===== config.mk =====
export PLATFORM = sky130hd
export DESIGN_NAME = utf8_codepoint_decoder_core
export DESIGN_NICKNAME = d
export VERILOG_FILES = /design/src/rtl/u8d_pkg.sv /design/src/rtl/u8d_front.sv /design/src/rtl/u8d_queue.sv /design/src/rtl/u8d_back.sv /design/src/rtl/utf8_codepoint_decoder_core.sv
export SDC_FILE = /design/constraint.sdc
export NUM_CORES = 1
export LEC_CHECK = 0
export BUFFER_PORTS_ARGS = -buffer_cell sky130_fd_sc_hd__buf_2
export CAP_MARGIN = 20
export CORE_ASPECT_RATIO = 0.9
export CORE_MARGIN = 1
export CORE_UTILIZATION = 45
export DETAILED_ROUTE_END_ITERATION = 10
export SLEW_MARGIN = 5
export SYNTH_ARGS = -nofsm -noshare
export SYNTH_HDL_FRONTEND = slang
export SYNTH_HIERARCHICAL = 1
export SYNTH_SLANG_ARGS = --single-unit

===== constraint.sdc =====
create_clock -name clk -period 4.65 [get_ports clk]
set_input_delay 0.93 -clock clk [delete_from_list [all_inputs] [get_ports clk]]
set_output_delay 0.93 -clock clk [all_outputs]
set_load 0.02 [all_outputs]

===== src/rtl/u8d_pkg.sv =====
// ----------------------------------------------------------------------------
// u8d_pkg
// Shared types and constants for the UTF-8 code point decoder.
// ----------------------------------------------------------------------------
package u8d_pkg;

  localparam int CP_W = 21;

  localparam logic [CP_W-1:0] REPL_CP  = 21'h00FFFD;
  localparam logic [CP_W-1:0] CLAMP_CP = 21'h00003F;

  localparam logic [7:0] CONT_MASK  = 8'hC0;
  localparam logic [7:0] CONT_CODE  = 8'h80;
  localparam logic [7:0] LEAD2_MASK = 8'hE0;
  localparam logic [7:0] LEAD2_CODE = 8'hC0;
  localparam logic [7:0] LEAD3_MASK = 8'hF0;
  localparam logic [7:0] LEAD3_CODE = 8'hE0;
  localparam logic [7:0] LEAD4_MASK = 8'hF8;
  localparam logic [7:0] LEAD4_CODE = 8'hF0;
  localparam logic [7:0] PAY2_MASK  = 8'h1F;
  localparam logic [7:0] PAY3_MASK  = 8'h0F;
  localparam logic [7:0] PAY4_MASK  = 8'h07;

  // Work for the back end: rep_cnt replacements, then an optional value.
  typedef struct packed {
    logic [2:0]      rep_cnt;
    logic            has_val;
    logic [CP_W-1:0] val;
    logic            str_end;
  } u8d_job_t;

endpackage


===== src/rtl/u8d_front.sv =====
// ----------------------------------------------------------------------------
// u8d_front
// Accepts bytes, tracks the open sequence and turns each byte that yields results into a job.
// ----------------------------------------------------------------------------
module u8d_front (
  input  logic            clk,
  input  logic            rst,
  input  logic            astral_clamp,
  input  logic            in_valid,
  output logic            in_stall,
  input  logic [7:0]      data_byte,
  input  logic            string_end,
  input  logic            q_full,
  output logic            push,
  output u8d_pkg::u8d_job_t push_job
);
  import u8d_pkg::*;

  logic [14:0] partial;
  logic [1:0]  rem;
  logic [1:0]  ct;
  logic [14:0] partial_next;
  logic [1:0]  rem_next;
  logic [1:0]  ct_next;
  logic        accept;

  assign in_stall = q_full;
  assign accept   = in_valid & ~q_full;

  always_comb begin
    logic            is_cont;
    logic            fresh;
    logic [CP_W-1:0] cp;
    logic [1:0]      rem_dec;

    is_cont        = (data_byte & CONT_MASK) == CONT_CODE;
    fresh          = 1'b1;
    cp             = {partial, data_byte[5:0]};
    rem_dec        = rem - 2'd1;
    partial_next   = partial;
    rem_next       = rem;
    ct_next        = ct;
    push_job       = '0;
    push_job.str_end = string_end;

    if (rem != 2'd0) begin
      if (is_cont) begin
        fresh = 1'b0;
        if (rem_dec == 2'd0) begin
          push_job.has_val = 1'b1;
          push_job.val     = (astral_clamp && (|cp[20:16])) ? CLAMP_CP : cp;
          partial_next     = '0;
          rem_next         = 2'd0;
          ct_next          = 2'd0;
        end else begin
          partial_next = cp[14:0];
          rem_next     = rem_dec;
          ct_next      = ct + 2'd1;
        end
      end else begin
        // broken sequence: flush lead and taken continuations
        push_job.rep_cnt = {1'b0, ct} + 3'd1;
        partial_next     = '0;
        rem_next         = 2'd0;
        ct_next          = 2'd0;
      end
    end

    if (fresh) begin
      priority if (!data_byte[7]) begin
        push_job.has_val = 1'b1;
        push_job.val     = {13'd0, data_byte};
      end else if ((data_byte & LEAD2_MASK) == LEAD2_CODE) begin
        partial_next = {7'd0, data_byte & PAY2_MASK};
        rem_next     = 2'd1;
        ct_next      = 2'd0;
      end else if ((data_byte & LEAD3_MASK) == LEAD3_CODE) begin
        partial_next = {7'd0, data_byte & PAY3_MASK};
        rem_next     = 2'd2;
        ct_next      = 2'd0;
      end else if ((data_byte & LEAD4_MASK) == LEAD4_CODE) begin
        partial_next = {7'd0, data_byte & PAY4_MASK};
        rem_next     = 2'd3;
        ct_next      = 2'd0;
      end else begin
        push_job.rep_cnt = push_job.rep_cnt + 3'd1;
      end
    end

    // string ends with a sequence still open
    if (string_end && rem_next != 2'd0) begin
      push_job.rep_cnt = push_job.rep_cnt + {1'b0, ct_next} + 3'd1;
      partial_next     = '0;
      rem_next         = 2'd0;
      ct_next          = 2'd0;
    end
  end

  assign push = accept & ((push_job.rep_cnt != 3'd0) | push_job.has_val);

  always_ff @(posedge clk) begin
    if (rst) begin
      partial <= '0;
      rem     <= '0;
      ct      <= '0;
    end else if (accept) begin
      partial <= partial_next;
      rem     <= rem_next;
      ct      <= ct_next;
    end
  end

endmodule


===== src/rtl/u8d_queue.sv =====
// ----------------------------------------------------------------------------
// u8d_queue
// Small job queue between the front and back ends.
// ----------------------------------------------------------------------------
module u8d_queue #(
  parameter int DEPTH = 4
) (
  input  logic              clk,
  input  logic              rst,
  input  logic              push,
  input  u8d_pkg::u8d_job_t push_job,
  output logic              full,
  input  logic              pop,
  output logic              head_valid,
  output u8d_pkg::u8d_job_t head_job
);
  import u8d_pkg::*;

  localparam int PTR_W = (DEPTH > 1) ? $clog2(DEPTH) : 1;
  localparam int CNT_W = $clog2(DEPTH + 1);
  localparam logic [PTR_W-1:0] LAST_PTR = PTR_W'(DEPTH - 1);
  localparam logic [CNT_W-1:0] FULL_CNT = CNT_W'(DEPTH);

  u8d_job_t         mem [DEPTH];
  logic [PTR_W-1:0] wr_ptr;
  logic [PTR_W-1:0] rd_ptr;
  logic [CNT_W-1:0] count;
  logic             do_push;
  logic             do_pop;

  assign full       = count == FULL_CNT;
  assign head_valid = count != '0;
  assign head_job   = mem[rd_ptr];
  assign do_push    = push & ~full;
  assign do_pop     = pop & head_valid;

  always_ff @(posedge clk) begin
    if (do_push) begin
      mem[wr_ptr] <= push_job;
    end
  end

  always_ff @(posedge clk) begin
    if (rst) begin
      wr_ptr <= '0;
      rd_ptr <= '0;
      count  <= '0;
    end else begin
      if (do_push) begin
        wr_ptr <= (wr_ptr == LAST_PTR) ? '0 : wr_ptr + PTR_W'(1);
      end
      if (do_pop) begin
        rd_ptr <= (rd_ptr == LAST_PTR) ? '0 : rd_ptr + PTR_W'(1);
      end
      if (do_push && !do_pop) begin
        count <= count + CNT_W'(1);
      end else if (do_pop && !do_push) begin
        count <= count - CNT_W'(1);
      end
    end
  end

endmodule


===== src/rtl/u8d_back.sv =====
// ----------------------------------------------------------------------------
// u8d_back
// Expands queued jobs into code points, one per cycle while out_stall does not hold the output register.
// ----------------------------------------------------------------------------
module u8d_back (
  input  logic              clk,
  input  logic              rst,
  input  logic              head_valid,
  input  u8d_pkg::u8d_job_t head_job,
  output logic              pop,
  output logic              out_valid,
  input  logic              out_stall,
  output logic [20:0]       code_point,
  output logic              replaced,
  output logic              run_last,
  output logic              string_last
);
  import u8d_pkg::*;

  logic [2:0] sent;
  logic [2:0] total;
  logic       can_load;
  logic       fire;
  logic       is_rep;
  logic       is_last;

  assign total    = head_job.rep_cnt + {2'd0, head_job.has_val};
  assign can_load = ~out_valid | ~out_stall;
  assign fire     = head_valid & can_load;
  assign is_rep   = sent < head_job.rep_cnt;
  assign is_last  = sent == (total - 3'd1);
  assign pop      = fire & is_last;

  always_ff @(posedge clk) begin
    if (rst) begin
      sent      <= '0;
      out_valid <= 1'b0;
    end else begin
      if (fire) begin
        sent <= is_last ? 3'd0 : sent + 3'd1;
      end
      if (can_load) begin
        out_valid <= fire;
      end
    end
  end

  always_ff @(posedge clk) begin
    if (fire) begin
      code_point  <= is_rep ? REPL_CP : head_job.val;
      replaced    <= is_rep;
      run_last    <= is_last;
      string_last <= is_last & head_job.str_end;
    end
  end

endmodule


===== src/rtl/utf8_codepoint_decoder_core.sv =====
// Path: an accepted byte's job is written into the job queue, then its first result is registered at the outputs.
// Throughput: one byte per cycle while the job queue is not full, and one result per
// cycle while out_stall is low; a byte that causes several replacements holds the result
// side until all are sent, and the job queue (QUEUE_DEPTH entries) absorbs such bursts before input stalls.
// Reset: no sequence open, queue and output register empty, astral_clamp = 1.
// ----------------------------------------------------------------------------
// utf8_codepoint_decoder_core
// Streaming UTF-8 byte to code point decoder with optional astral clamp.
// ----------------------------------------------------------------------------
module utf8_codepoint_decoder_core #(
  parameter int QUEUE_DEPTH = 4
) (
  input  logic        clk,
  input  logic        rst,
  input  logic        cfg_wr_en,
  input  logic        cfg_wr_data,
  input  logic        in_valid,
  output logic        in_stall,
  input  logic [7:0]  data_byte,
  input  logic        string_end,
  output logic        out_valid,
  input  logic        out_stall,
  output logic [20:0] code_point,
  output logic        replaced,
  output logic        run_last,
  output logic        string_last
);
  import u8d_pkg::*;

  logic     astral_clamp;
  logic     q_full;
  logic     push;
  u8d_job_t push_job;
  logic     pop;
  logic     head_valid;
  u8d_job_t head_job;

  always_ff @(posedge clk) begin
    if (rst) begin
      astral_clamp <= 1'b1;
    end else if (cfg_wr_en) begin
      astral_clamp <= cfg_wr_data;
    end
  end

  u8d_front u_front (
    .clk          (clk),
    .rst          (rst),
    .astral_clamp (astral_clamp),
    .in_valid     (in_valid),
    .in_stall     (in_stall),
    .data_byte    (data_byte),
    .string_end   (string_end),
    .q_full       (q_full),
    .push         (push),
    .push_job     (push_job)
  );

  u8d_queue #(
    .DEPTH (QUEUE_DEPTH)
  ) u_queue (
    .clk        (clk),
    .rst        (rst),
    .push       (push),
    .push_job   (push_job),
    .full       (q_full),
    .pop        (pop),
    .head_valid (head_valid),
    .head_job   (head_job)
  );

  u8d_back u_back (
    .clk         (clk),
    .rst         (rst),
    .head_valid  (head_valid),
    .head_job    (head_job),
    .pop         (pop),
    .out_valid   (out_valid),
    .out_stall   (out_stall),
    .code_point  (code_point),
    .replaced    (replaced),
    .run_last    (run_last),
    .string_last (string_last)
  );

endmodule


### After elaboration in Yosys (flattened, before gate mapping)

Memories as Yosys holds them, arrays and structs flattened. A register that Yosys moved wholly into a read port is not among the register bits.
Index checks and enable logic that the tools add are counted.

* $add $sub $neg: 13
* $lt $le $gt $ge: 1
* equality and inequality tests: 8
* multiplexer cells: 50
* bitwise gates (word level): 12
* reductions and logical operators: 13

Operators with widths (number)
* 2-to-1 mux 15 bit: 9
* 2-to-1 mux 22 bit: 3
* 2-to-1 mux 25 bit: 2
* 2-to-1 mux 2 bit: 22
* 2-to-1 mux 3 bit: 9
* 2-to-1 mux 21 bit: 1
* adder 3 x 1 -> 3 bit, second input constant: 4
* bitwise AND 1 bit: 7
* adder 2 x 1 -> 2 bit, second input constant: 3
* equality test 2 bit, second input constant: 3
* equality test 3 bit, second input constant: 2
* nonzero test 2 bit: 3
* nonzero test 3 bit: 2
* subtractor 3 x 1 -> 3 bit, second input constant: 2
* equality test 5 bit, second input constant: 1
* OR reduction 5 bit: 1
* equality test 4 bit, second input constant: 1
* logical AND 1 bit: 4
* 2-to-1 mux 1 bit: 4
* adder 2 x 1 -> 3 bit, second input constant: 1
* adder 3 x 1 -> 3 bit: 1
* adder 3 x 2 -> 3 bit: 1
* equality test 3 bit: 1
* less-than comparator 3 bit: 1
* other kinds (5): 9

* register bits after elaboration: 55
* memory bits (writable): 104
* input port bits: 15
* output and inout port bits: 26
* logic and storage cells: 111
* memories: 1

Memories
* u_queue.mem: words 4, width 26, read ports 1, clocked after memory_dff 1, wr ports 1, RTL line u8d_queue.sv:24 `u8d_job_t mem [DEPTH];`

### Depth between registers and ports, before layout

* depth after elaboration: 23
* gate-level depth with buffers: 20
* depth with buffers taken out: 19

### Hierarchy

The synthesis kept the hierarchy.

By module, submodules not included
* u8d_queue: times used 1, cells each 186, area each 4256.6 µm², sequential area each 3303.2 µm²
* u8d_front: times used 1, cells each 164, area each 1410.1 µm², sequential area each 380.4 µm²
* u8d_back: times used 1, cells each 85, area each 1186.1 µm², sequential area each 800.8 µm²
* utf8_codepoint_decoder_core: times used 1, cells each 3, area each 35.0 µm², sequential area each 20.0 µm²

### Least setup slack after synthesis

No wires, ideal clock.

* kind: input to register
* from: in data_byte[7]
* to: reg u_queue.count[2]
* library setup time: 70 ps
* arrival: 4393 ps
* data required time: 4580 ps
* setup slack: 187 ps
* stages on the path: 17
* path buffers: 1
* cell sequence: buf_2 -> and2b_1 -> nor3_1 -> ha_1 -> a32oi_1 -> fa_1 -> nand2_1 -> nor3_1 -> a211oi_2 -> bufinv_8 -> nor2_2 -> ha_1 -> inv_1 -> fa_1 -> xor2_1 -> or3_1 -> a21oi_1

* cells in the longest elaborated chain, start to end: 19
* elaborated cells on any way between the ends: 44
* those cells by class: 3 x add/sub; 4 x eq/ne; 27 x mux; 3 x bitwise; 7 x reduce/logical

RTL lines
* start: declaration: RTL line utf8_codepoint_decoder_core.sv:19 `input logic [7:0] data_byte,`
* equality test 2 bit: RTL line u8d_front.sv:36 `is_cont = (data_byte & CONT_MASK) == CONT_CODE;`
* 2-to-1 mux 3 bit: RTL line u8d_front.sv:47 `if (is_cont) begin`
* 2-to-1 mux 25 bit: RTL line u8d_front.sv:46 `if (rem != 2'd0) begin`
* adder 3 x 1 -> 3 bit: RTL line u8d_front.sv:86 `push_job.rep_cnt = push_job.rep_cnt + 3'd1;`
* 2-to-1 mux 3 bit: RTL line u8d_front.sv:81 `end else if ((data_byte & LEAD4_MASK) == LEAD4_CODE) begin`
* 2-to-1 mux 3 bit: RTL line u8d_front.sv:77 `end else if ((data_byte & LEAD3_MASK) == LEAD3_CODE) begin`
* 2-to-1 mux 3 bit: RTL line u8d_front.sv:73 `end else if ((data_byte & LEAD2_MASK) == LEAD2_CODE) begin`
* 2-to-1 mux 3 bit: RTL line u8d_front.sv:70 `priority if (!data_byte[7]) begin`
* [... 5 more ...]
* bitwise OR 1 bit *: RTL line u8d_front.sv:99 `assign push = accept & ((push_job.rep_cnt != 3'd0) | push_job.has_val);`
* bitwise AND 1 bit *: RTL line u8d_front.sv:99
* net push: RTL line utf8_codepoint_decoder_core.sv:32 `logic push;`
* bitwise AND 1 bit *: RTL line u8d_queue.sv:34 `assign do_push = push & ~full;`
* net u_queue.do_push: RTL line u8d_queue.sv:28 `logic do_push;`
* zero test 1 bit: RTL line u8d_queue.sv:57 `end else if (do_pop && !do_push) begin`
* logical AND 1 bit: RTL line u8d_queue.sv:57
* nonzero test 2 bit (no source line)
* end signal: assignment: RTL line u8d_queue.sv:56 `count <= count + CNT_W'(1);`
* end signal: assignment: RTL line u8d_queue.sv:58 `count <= count - CNT_W'(1);`
* end: declaration: RTL line u8d_queue.sv:27 `logic [CNT_W-1:0] count;`

The timed path passes the listed nets; every way through them passes the cells marked *.
A chain may end at the register's enable or synchronous reset.

### Worst setup path after layout

* from: reg u_front.ct[0]
* to: reg u_queue.count[2]

* cells in the longest elaborated chain, start to end: 19
* elaborated cells on any way between the ends: 30
* those cells by class: 5 x add/sub; 17 x mux; 3 x bitwise; 5 x reduce/logical

RTL lines
* start: declaration: RTL line u8d_front.sv:21 `logic [1:0] ct;`
* start signal: assignment: RTL line u8d_front.sv:109 `ct <= ct_next;`
* adder 2 x 1 -> 3 bit / adder 2 x 1 -> 2 bit (equally long branches): RTL line u8d_front.sv:62, u8d_front.sv:58
* 2-to-1 mux 3 bit / 2-to-1 mux 2 bit (equally long branches): RTL line u8d_front.sv:47, u8d_front.sv:49
* 2-to-1 mux 25 bit / 2-to-1 mux 2 bit (equally long branches): RTL line u8d_front.sv:46, u8d_front.sv:47
* adder 3 x 1 -> 3 bit / 2-to-1 mux 2 bit (equally long branches): RTL line u8d_front.sv:86, u8d_front.sv:46
* 2-to-1 mux 3 bit / 2-to-1 mux 2 bit (equally long branches): RTL line u8d_front.sv:81
* 2-to-1 mux 3 bit / 2-to-1 mux 2 bit (equally long branches): RTL line u8d_front.sv:77
* 2-to-1 mux 3 bit / 2-to-1 mux 2 bit (equally long branches): RTL line u8d_front.sv:73
* 2-to-1 mux 3 bit / 2-to-1 mux 2 bit (equally long branches): RTL line u8d_front.sv:70
* [... 5 more ...]
* bitwise OR 1 bit *: RTL line u8d_front.sv:99
* bitwise AND 1 bit *: RTL line u8d_front.sv:99
* net push: RTL line utf8_codepoint_decoder_core.sv:32
* bitwise AND 1 bit *: RTL line u8d_queue.sv:34
* net u_queue.do_push: RTL line u8d_queue.sv:28
* zero test 1 bit: RTL line u8d_queue.sv:57
* logical AND 1 bit: RTL line u8d_queue.sv:57
* nonzero test 2 bit (no source line)

Marked as above.

==> results.md <==
* Status: finished clean
* Total power at 4.149 mW
* Crit path required time at 4990 ps
* Top cells by area, synth: edfxtp_1 56%, dfxtp_1 9.6%, mux4_2 8.5%, ha_1 2.9%, and2_1 2.0%
* Final core occ at 52.96%
* Crit share post-route at 93.11%
* Final Setup Violations at 0
* RSZ-0062 raised after global routing: false
* Synth Instances at 438
* Clock root cell: clkbuf_16
* First-pass GRT wire length at 19580 um
* Inserted Diodes at 0
* CTS tree: built
* DR DRC count at 0
* Yosys cell types at 58
* FF-to-FF setup slack at 320 ps
* Slew Viols, Final at 0
* Area share of the largest cell type after synthesis at 55.80%
* Setup ws final at 320.4 ps
* Worst path bufs/invs at 2
* Die Wd at 132.4 um
* PwrDens at 528.7 mW/mm^2
* Die Area at 0.01581 mm^2
* Synth async-reset ratio at 0%
* Synth Warn # at 6
* Post-CTS Hold Buffers at 0
* Post-synthesis sequential area ratio at 65.40%
* Number of core rows at 42
* Peak VDD IR at 0.0002743 V
* CTS resizes at 0
* Syn Area/Cell at 15.73 um^2
* Worst min path class: flip-flop to flip-flop
* Slew HR at 47.90%
* Critical setup path kind: flip-flop to flip-flop
* Pre-antenna DRT Iters at 5
* Hold Vio Cnt, Final at 0
* Worst Path Arrival at 4670 ps
* Via density at 5.362
* Syn Nets at 471
* Via count at 3748
* Post-synth EDFFs at 128
* Num CTS Buffers at 17
* Clk sinks at 161
* Core ar. at 0.01482 mm^2
* Fillers at 1251
* # port buffers at 40
* Max Cap Viol at 0
* Die height at 119.4 um
* CP max FO at 8
* DP Worst Slack at 17.24 ps
* Number of global-route vias before repair at 3674
* Setup TNS at 0 ps
* Worst setup SP type: flip-flop
* DRT iter0 DRCs at 302
* Critical Path Sink Type: flip-flop
* Most common cell on crit path: ha_1
* Gr usage total at 16.75%
* Antenna-violating nets left at 0
* H-Tree Depth at 4
* Setup Fix Bufs, Post-CTS at 0
* Initial antenna violation count at 0
* Min Clock Period, post-route at 4330 ps
* Ratio of cells with drive above 1 in the final layout at 25.15%
* Largest net degree at the start of global routing at 29
* Slowest stage cell, crit path: fa_1
* WL final at 12260 um
* Top_reg_cell synth: edfxtp_1
* Final Skew at 9.519 ps
* Critical path cell sequence: ha_1 > nor2b_1 > and2_1 > ha_1 > a32oi_1 > fa_1 > nand2_1 > nor3_1 > a211oi_2 > bufinv_8 > nor2_2 > ha_1 > inv_1 > fa_1 > xor2_1 > or3_1 > a21oi_1
* Layout area overhead at 13.93%
* Least-Margin Pin Slew at 781.5 ps
* Mapped cell area at 0.006888 mm^2
* Starting Density at 46.48%
* Layout net count at 522
* Worst path max stage delay at 490 ps
* Clock buffer depth at 2
* Final hold slack at 482.4 ps
* Post-synth top cells: 128 x edfxtp_1, 33 x dfxtp_1, 26 x mux4_2, 22 x and2_1, 21 x nand2b_1
* Dominant cell type by area after synthesis: edfxtp_1
* GRT overflow at 0
* Gpl congestion at 0.8418
* Latest clock arrival within the worst-skew pair at 420 ps
* CP top delay family: adder cells
* Synth Register Bits at 161
* Num ports at 41
* HPWL after DPL at 8046 um
* Fmax at 0.2310 GHz
* Drt wl/cell at 17.55 um
* Clock transition at the registers of the reported paths at 60 ps
* Most common cell in the netlist: edfxtp_1
* Pleak at 2.804 nW
==> sequential cells by signal, indices dropped and copies added (netlist names), named ones only <==
| name | count |
|---|---|
| u_front/rem | 2 |
| u_back/sent | 3 |
| u_back/replaced | 1 |
| u_back/out_valid | 1 |
| u_back/string_last | 1 |
| astral_clamp | 1 |
| u_queue/count | 3 |
| u_queue/mem | 104 |
| u_queue/rd_ptr | 2 |
| u_back/run_last | 1 |
| u_back/code_point | 21 |
| u_queue/wr_ptr | 2 |
| u_front/ct | 2 |
| u_front/partial | 15 |
==> cell type report <==
type / instances / area [um^2] / area share, %
Timing Repair Buffer: 54 / 305.3 / 3.890
Sequential cell: 161 / 4506 / 57.41
Clock inverter: 11 / 115.1 / 1.467
Clock buffer: 20 / 436.7 / 5.564
Inverter: 17 / 82.58 / 1.052
Multi-Input combinational cell: 238 / 2155 / 27.46
Tap cell: 198 / 247.7 / 3.157
==> metal layers <==
| metal | share of wire [%] | GRT usage, % | vias to the layer above | wire length, um |
|---|---|---|---|---|
| li1 | - | - | 1774 | - |
| met1 | 47 | 22.88 | 1867 | 5775 |
| met2 | 47 | 25.79 | 95 | 5721 |
| met3 | 5.0 | 4.640 | 12 | 612 |
| met4 | 1.3 | 5.819 | 0 | 154 |
| met5 | 0 | 0 | - | 0 |
==> layout by cell type, fill, tap and decap left out, types with 15 or more instances in the layout <==
cell         n
nor2_1      16
dfxtp_1     32
nand2_1     15
mux4_2      26
nand2b_1    21
ha_1        16
edfxtp_1   128
buf_2       40
clkbuf_16   17
and2_1      22
==> path summary, 6_finish.rpt <==
| check | end | cells past startpoint | from |
|---|---|---|---|
| max | u_queue/count[2] | 17 | u_front/ct[0] |
| min | u_front/ct[1] | 2 | u_front/ct[1] |
| max reg2reg | u_queue/count[2] | 17 | u_front/ct[0] |
| min reg2reg | u_front/ct[1] | 2 | u_front/ct[1] |
==> where the power goes <==
group	internal [mW]	total (mW)	switching, mW
sequential	1.84	1.92	0.0786
clock	0.783	1.30	0.518
combinational	0.355	0.928	0.573
==> cell families after synthesis <==
logic type      synth area share (%)
compound gates                 7.103
mux                            9.083
simple gates                   10.50
buf+inv                        3.324
xor+xnor                       1.108
fa+ha+maj                      3.488
flops                          65.40
==> per-stage QoR <==
| stage | std cells | area [um^2] |
|---|---|---|
| after floorplan | 438 | 6888 |
| after global placement | 668 | 7296 |
| after detailed placement | 668 | 7296 |
| after CTS | 699 | 7848 |
| after global routing | 699 | 7848 |
| final | 699 | 7848 |
==> tightest hold or removal path: stages (launching register included) <==
cell and delay (ps):
dfxtp_1 320, nand2_1 60, a21oi_1 50
Note: power is estimated with default switching activity, not from simulation.
